===== config.mk =====
export PLATFORM = sky130hd
export DESIGN_NAME = multi_channel_servo_pwm
export DESIGN_NICKNAME = d
export VERILOG_FILES = /design/src/hdl/mcsp_pkg.sv /design/src/hdl/multi_channel_servo_pwm.sv /design/src/hdl/mcsp_chan_bank.sv
export SDC_FILE = /design/constraint.sdc
export NUM_CORES = 2
export LEC_CHECK = 0
export ABC_AREA = 1
export BUFFER_PORTS_ARGS = -buffer_cell sky130_fd_sc_hd__buf_2
export CAP_MARGIN = 20
export CORE_MARGIN = 2
export CORE_UTILIZATION = 45
export DETAILED_ROUTE_END_ITERATION = 8
export SETUP_SLACK_MARGIN = 0.4
export SLEW_MARGIN = 30
export SYNTH_ARGS = -nofsm -noshare
export SYNTH_HDL_FRONTEND = slang
export SYNTH_SLANG_ARGS = --single-unit

===== constraint.sdc =====
create_clock -name clk -period 4.9 [get_ports clk]
set_input_delay 1.47 -clock clk [delete_from_list [all_inputs] [get_ports clk]]
set_output_delay 1.47 -clock clk [all_outputs]
set_load 0.01 [all_outputs]

===== src/hdl/mcsp_pkg.sv =====
// mcsp_pkg: word types, action and register codes for the servo pwm block
// no dependencies; imported by mcsp_chan_bank, multi_channel_servo_pwm and the bench
package mcsp_pkg;

	localparam int PIN_BITS = 18;
	localparam logic [15:0] WIDTH_KEEP_HIGH = 16'hFFFF;
	localparam logic [15:0] PERIOD_RESET = 16'd6250;
	localparam logic [7:0] TRIM_RESET = 8'd3;

	// action codes
	localparam logic [2:0] ACT_TICK = 3'd0;
	localparam logic [2:0] ACT_SET_WIDTH = 3'd1;
	localparam logic [2:0] ACT_SET_LOCK = 3'd2;
	localparam logic [2:0] ACT_ENABLE = 3'd3;
	localparam logic [2:0] ACT_DISABLE = 3'd4;

	// configuration register indexes
	localparam logic CFG_PERIOD_TICKS = 1'b0;
	localparam logic CFG_PULSE_TRIM = 1'b1;

	typedef struct packed {
		logic [2:0] action;
		logic [4:0] channel;
		logic [15:0] value;
	} mcsp_in_t;

	typedef struct packed {
		logic [PIN_BITS-1:0] pin_levels;
		logic period_start;
		logic running;
	} mcsp_out_t;

	// per-step commands from the sequencer to the channel bank
	typedef struct packed {
		logic wr_en;
		logic [4:0] wr_chan;
		logic [15:0] wr_width;
		logic copy;
		logic set_all;
		logic clear_all;
		logic fall_en;
		logic [15:0] count;
	} mcsp_bank_ctl_t;

endpackage


===== src/hdl/multi_channel_servo_pwm.sv =====
// multi_channel_servo_pwm: top level, input register, period sequencer, result register
// depends on mcsp_pkg and mcsp_chan_bank
//
// channel   | handshake            | word
// ----------+----------------------+--------------------------------------------
// item      | item_valid/item_stall| mcsp_in_t: action, channel, value
// result    | result_valid/_stall  | mcsp_out_t: pin_levels, period_start, running
// cfg       | cfg_valid/cfg_ready  | cfg_addr (register index), cfg_wdata
//
// one word accepted per cycle while item_stall is low; it is held in the input register, and the
// single pass through the sequencer and comparators loads the result register from it when
// the result register can advance, so the result word comes from the result register behind it
// reset clears control, counter, flags and pins; all widths come up at full scale
// a stalled result holds; the input register still takes one word behind it
// cfg_ready is always high, writes are meant to land while the block is idle
module multi_channel_servo_pwm #(
	parameter int CHANNELS = 18
) (
	input logic clk,
	input logic arst_n,
	input logic item_valid,
	output logic item_stall,
	input mcsp_pkg::mcsp_in_t item,
	output logic result_valid,
	input logic result_stall,
	output mcsp_pkg::mcsp_out_t result,
	input logic cfg_valid,
	output logic cfg_ready,
	input logic cfg_addr,
	input logic [15:0] cfg_wdata
);
	import mcsp_pkg::*;

	// configuration registers
	logic [15:0] period_q;
	logic [7:0] trim_q;

	// input register stage
	logic valid_s1;
	mcsp_in_t item_s1;

	// sequencer state
	logic [15:0] count_q;
	logic running_q;
	logic stop_pending_q;
	logic locked_q;

	logic advance;
	logic step;
	logic is_tick;
	logic is_enable;
	logic period_end;
	logic halt;
	logic start;
	logic [15:0] count_nxt;
	logic running_nxt;
	logic [15:0] trimmed;
	mcsp_bank_ctl_t bank_ctl;
	logic [CHANNELS-1:0] pin_nxt;
	logic [PIN_BITS-1:0] pins_vis;

	// input register moves whenever the result register is free or draining
	assign advance = !result_valid || !result_stall;
	assign step = valid_s1 && advance;
	assign item_stall = valid_s1 && !advance;
	assign cfg_ready = 1'b1;

	always_ff @(posedge clk or negedge arst_n) begin
		if (!arst_n) begin
			valid_s1 <= 1'b0;
		end else if (!item_stall) begin
			valid_s1 <= item_valid;
		end
	end

	always_ff @(posedge clk) begin
		if (!item_stall && item_valid) begin
			item_s1 <= item;
		end
	end

	always_ff @(posedge clk or negedge arst_n) begin
		if (!arst_n) begin
			period_q <= PERIOD_RESET;
			trim_q <= TRIM_RESET;
		end else if (cfg_valid && cfg_ready) begin
			case (cfg_addr)
				CFG_PERIOD_TICKS: period_q <= cfg_wdata;
				CFG_PULSE_TRIM: trim_q <= cfg_wdata[7:0];
				default: ;
			endcase
		end
	end

	// tick decode: period ends when the next count reaches or passes the period
	assign is_tick = item_s1.action == ACT_TICK && running_q;
	assign is_enable = item_s1.action == ACT_ENABLE;
	assign period_end = ({1'b0, count_q} + 17'd1) >= {1'b0, period_q};
	assign halt = is_tick && period_end && stop_pending_q;
	assign start = is_tick && period_end && !stop_pending_q;

	always_comb begin
		count_nxt = count_q;
		running_nxt = running_q;
		if (is_tick) begin
			count_nxt = period_end ? 16'd0 : count_q + 16'd1;
			if (halt) begin
				running_nxt = 1'b0;
			end
		end else if (is_enable && !running_q) begin
			// lead-in period with all pins low
			count_nxt = 16'd0;
			running_nxt = 1'b1;
		end
	end

	// requested width less trim, floored at zero
	assign trimmed = (item_s1.value >= {8'd0, trim_q}) ? item_s1.value - {8'd0, trim_q} : 16'd0;

	always_comb begin
		bank_ctl.wr_en = item_s1.action == ACT_SET_WIDTH
			&& {1'b0, item_s1.channel} < 6'(CHANNELS);
		bank_ctl.wr_chan = item_s1.channel;
		bank_ctl.wr_width = trimmed;
		bank_ctl.copy = start && !locked_q;
		bank_ctl.set_all = start;
		bank_ctl.clear_all = is_enable && !running_q;
		bank_ctl.fall_en = is_tick && !halt;
		bank_ctl.count = count_nxt;
	end

	always_ff @(posedge clk or negedge arst_n) begin
		if (!arst_n) begin
			count_q <= 16'd0;
			running_q <= 1'b0;
			stop_pending_q <= 1'b0;
			locked_q <= 1'b0;
		end else if (step) begin
			count_q <= count_nxt;
			running_q <= running_nxt;
			case (item_s1.action)
				ACT_SET_LOCK: locked_q <= item_s1.value[0];
				ACT_ENABLE: stop_pending_q <= 1'b0;
				ACT_DISABLE: stop_pending_q <= 1'b1;
				default: ;
			endcase
		end
	end

	mcsp_chan_bank #(
		.CHANNELS(CHANNELS)
	) u_bank (
		.clk(clk),
		.arst_n(arst_n),
		.step(step),
		.ctl(bank_ctl),
		.pin_nxt(pin_nxt)
	);

	// channels past the visible pin field are dropped, missing ones read low
	for (genvar i = 0; i < PIN_BITS; i++) begin : g_vis
		if (i < CHANNELS) begin : g_on
			assign pins_vis[i] = pin_nxt[i];
		end else begin : g_off
			assign pins_vis[i] = 1'b0;
		end
	end

	// result register
	always_ff @(posedge clk or negedge arst_n) begin
		if (!arst_n) begin
			result_valid <= 1'b0;
		end else if (advance) begin
			result_valid <= valid_s1;
		end
	end

	always_ff @(posedge clk) begin
		if (step) begin
			result.pin_levels <= pins_vis;
			result.period_start <= start;
			result.running <= running_nxt;
		end
	end

	// a new period is only ever reported by a running counter
	a_start_running: assert property (@(posedge clk) disable iff (!arst_n)
		result_valid && result.period_start |-> result.running)
		else $error("period start reported while halted");

	// a halted counter sits at zero
	a_halt_zero: assert property (@(posedge clk) disable iff (!arst_n)
		!running_q |-> count_q == 16'd0)
		else $error("counter not zero while halted");

	// the counter only halts on a pending stop
	a_halt_cause: assert property (@(posedge clk) disable iff (!arst_n)
		$fell(running_q) |-> $past(stop_pending_q))
		else $error("counter halted without a pending stop");

	// the count never reaches the period while a period is running normally
	a_count_range: assert property (@(posedge clk) disable iff (!arst_n)
		step && is_tick && !period_end |=> count_q < period_q || $past(cfg_valid))
		else $error("count ran past the period");

endmodule


===== src/hdl/mcsp_chan_bank.sv =====
// mcsp_chan_bank: shadow and active widths, pin levels and fall comparators per channel
// depends on mcsp_pkg
module mcsp_chan_bank #(
	parameter int CHANNELS = 18
) (
	input logic clk,
	input logic arst_n,
	input logic step,
	input mcsp_pkg::mcsp_bank_ctl_t ctl,
	output logic [CHANNELS-1:0] pin_nxt
);
	import mcsp_pkg::*;

	logic [15:0] shadow_q [CHANNELS];
	logic [15:0] active_q [CHANNELS];
	logic [15:0] active_nxt [CHANNELS];
	logic [CHANNELS-1:0] pin_q;

	for (genvar i = 0; i < CHANNELS; i++) begin : g_chan
		always_comb begin
			active_nxt[i] = ctl.copy ? shadow_q[i] : active_q[i];
			if (ctl.set_all) begin
				pin_nxt[i] = 1'b1;
			end else if (ctl.clear_all) begin
				pin_nxt[i] = 1'b0;
			end else begin
				pin_nxt[i] = pin_q[i];
			end
			// fall once the count reaches the width, full-scale width stays high
			if (ctl.fall_en && active_nxt[i] != WIDTH_KEEP_HIGH && ctl.count >= active_nxt[i]) begin
				pin_nxt[i] = 1'b0;
			end
		end

		always_ff @(posedge clk or negedge arst_n) begin
			if (!arst_n) begin
				shadow_q[i] <= WIDTH_KEEP_HIGH;
				active_q[i] <= WIDTH_KEEP_HIGH;
				pin_q[i] <= 1'b0;
			end else if (step) begin
				if (ctl.wr_en && ctl.wr_chan == 5'(i)) begin
					shadow_q[i] <= ctl.wr_width;
				end
				active_q[i] <= active_nxt[i];
				pin_q[i] <= pin_nxt[i];
			end
		end
	end

endmodule


==> results_dict.tcl <==
set metrics [dict create \
    status "complete, no violations" \
    gp_congestion 0.858 \
    start_util_pct 45.2 \
    power_frac_seq_pct 29.9 \
    synth_flop_cell "dfstp_2" \
    wl_met3_mm 9.58 \
    syn_avg_cell_area_um2 7.71 \
    n_antenna_cell 0 \
    crit_path_end_kind "flip-flop" \
    rsz0062_at_grt "yes" \
    m1WireLength_mm 59.0 \
    hold_start "u_bank.pin_q[4]" \
    cts_tree "built" \
    fmax_mhz 215 \
    crit_family "simple AND/OR/NAND/NOR gates" \
    rows 110 \
    drive_above_1_share_pct 22.5 \
    holdWs_ns 0.476 \
    p_int_mw 14.0 \
    timing.final.crit_share_pct 95.0 \
    die_h_um 304 \
    critical_path_class "flip-flop to flip-flop" \
    ios 69 \
    die_area_um2 92400 \
    wl_mm 133 \
    fin_setup_tns_ns 0 \
    drtIter0Drc 3339 \
    grt_antenna_before_repair 12 \
    grt_pass1_wl_mm 200 \
    critPathLaunchType "flip-flop" \
    synth.yosys.seq_area_share_pct 44.6 \
    syn_nets 5593 \
    hold_path_class "flip-flop to flip-flop" \
    setup_viol 0 \
    postRouteAntennaNets 0 \
    multi_input_area_um2 19100 \
    syn-cell-area_um2 40500 \
    postLayoutCoreUtil_pct 52.9 \
    critical_path.max_fanout 11 \
    ys_ff_latch 683 \
    r2r-start "count_q[1]" \
    worstMarginPinSlew_ns 0.989 \
    routed.top_layer "met4" \
    fin_nets 5722 \
    vdd_ir_drop_max_mv 0.336 \
    drc_errors 0 \
    synthArstFlopShare_pct 93.6 \
    clk_latency_ns 0.65 \
    cts_buffers 79 \
    relSlewSlack_pct 34.1 \
    cts_htree_levels 3 \
    pwr-share-clk_pct 25.8 \
    final_hold_viol_count 0 \
    fillers 8444 \
    required_ns 5.29 \
    cp_slowest_stage_delay_ns 0.39 \
    grt_pass1_vias 33358 \
    drv_cap 0 \
    synthTopCellsByArea "dfstp_2 38%, nand2_1 16%, ha_1 9.1%" \
    fp.dieW_um 304 \
    post-synth-top-area-cell "dfstp_2" \
    worstPathArrival_ns 5.04 \
    fin_crit_ns 4.65 \
    num_vias 35513 \
    dr.pass1.iters 6 \
    p_comb_share_pct 44.3 \
    ys_types 41 \
    clock_sinks 683 \
    yosysMostFrequentCell "nand2_1" \
    p_per_area_nw_per_um2 496 \
    wl_met2_mm 59.2 \
    wl_per_cell_um 20.1 \
    yosys_warnings 0 \
    seq_area_um2 18000 \
    port_buffers 67 \
    p_switching_mw 9.47 \
    viasPerCell 5.37 \
    hpwl_mm 75.5 \
    core_area_um2 89600 \
    yosysTopAreaCellShare_pct 37.9 \
    synth_common_cells "1688 x nand2_1, 739 x inv_1, 599 x o21ai_0" \
    clockRootBuffer "clkbuf_16" \
    leakagePower_nw 20.5 \
    timing.final.max_slew_violations 0 \
    cts.clk_slew.worst_paths_ns 0.06 \
    area_growth_pct 17.0 \
    skew_ns 0.0326 \
    grt_max_degree 238 \
    cts_buffer_depth 3 \
    total_power_mw 23.5 \
    gr-total-overflow 0 \
    worst-path-buf-inv 8 \
    p_sw_share_pct 40.3 \
    cp-startpoint "count_q[1]" \
    synth_edf_count 44 \
    syn_inst 5251 \
    crit_top_cell "nand2_2" \
    track_usage_pct 28.0 \
    crit_path_top_delay_cell "dfrtp_1" \
]
==> state kept, by name, summed over array words and instances, names as in the netlist, 8 cells and up <==
register,cells
u_bank.active_q,288
trim_q,8
u_bank.shadow_q,288
period_q,16
count_q,16
item_s1,19
result,20
u_bank.pin_q,18
==> repair_timing <==
action,in CTS,in global routing
hold buffers,0,0
buffers inserted,43,41
gates resized for setup,53,129
endpoints found under the setup margin,36,36
hold endpoints to repair,0,0
pin swaps,17,47
gates cloned,7,10
==> power by group through the flow <==
stage	Clock (mW)	Sequential, mW	Combinational (mW)
CTS	6.18	7.01	9.72
floorplan	0	6.98	6.00
finish	6.07	7.02	10.4
detailed placement	0	7.08	9.21
global placement	0	7.06	9.04
global route	6.40	7.09	11.5
==> cell type report <==
class	instances	share of cell area (%)
timing repair buffer	322	6.85
tap	1176	3.10
sequential	683	38.1
clock buffer	117	5.03
clock inverter	24	0.533
inverter	772	6.15
multi-input combinational	3522	40.3
==> worst paths after layout <==
path | endpoint | slack, ns | cells past startpoint
setup / recovery | result[4] | 0.25 | 31
hold / removal | u_bank.pin_q[4] | 0.48 | 2
setup reg to reg | result[4] | 0.25 | 31
hold reg to reg | u_bank.pin_q[4] | 0.48 | 2
max in group asynchronous | u_bank.active_q[216] | 2.96 | 2
min in group asynchronous | period_q[4] | 0.82 | 1
==> worst min-delay path, delay by kind of cell (launching register included) <==
family	cells	cell delay, ns
flip-flops	1	0.35
AND/OR/NAND/NOR	2	0.10
==> cells by family after synthesis <==
group,Yosys count,synth area share [%]
xor+xnor,12,0.260
buf+inv,1046,10.3
simple gates,2342,24.1
fa+ha+maj,296,9.17
flops,683,44.6
compound gates,871,11.6
other cells,1,0.00926
==> layer usage <==
layer | vias up | GRT usage (%)
li1 | 17269 | -
met1 | 16817 | 39.5
met2 | 1187 | 44.4
met3 | 240 | 3.91
met4 | 0 | 9.12
met5 | - | 0
==> per-stage QoR <==
stage / std cells / instance area (µm²) / worst slack, ns
after detailed placement: 6373 / 42800 / 0.0945
after floorplan: 5251 / 40700 / 0.406
after global placement: 6372 / 42800 / 0.286
after global routing: 6616 / 47400 / -0.0493
after CTS: 6564 / 46300 / 0.398
final: 6616 / 47400 / 0.246
==> cells in the final DEF (no fill, tap or decap), types with 31 or more instances in the layout <==
| cell type | count |
|---|---|
| inv_1 | 725 |
| a21oi_1 | 98 |
| dfrtp_1 | 54 |
| edfxtp_1 | 44 |
| nand2_1 | 1655 |
| buf_2 | 66 |
| nor2_1 | 188 |
| buf_12 | 31 |
| nor3_1 | 54 |
| o21ai_0 | 597 |
| dfstp_2 | 584 |
| inv_2 | 41 |
| ha_1 | 285 |
| o21ai_1 | 36 |
| a211oi_1 | 31 |
| nand4_1 | 274 |
| clkbuf_16 | 93 |
| buf_4 | 175 |
| nand3_1 | 92 |
No activity file was read; power rests on OpenSTA's default activity.
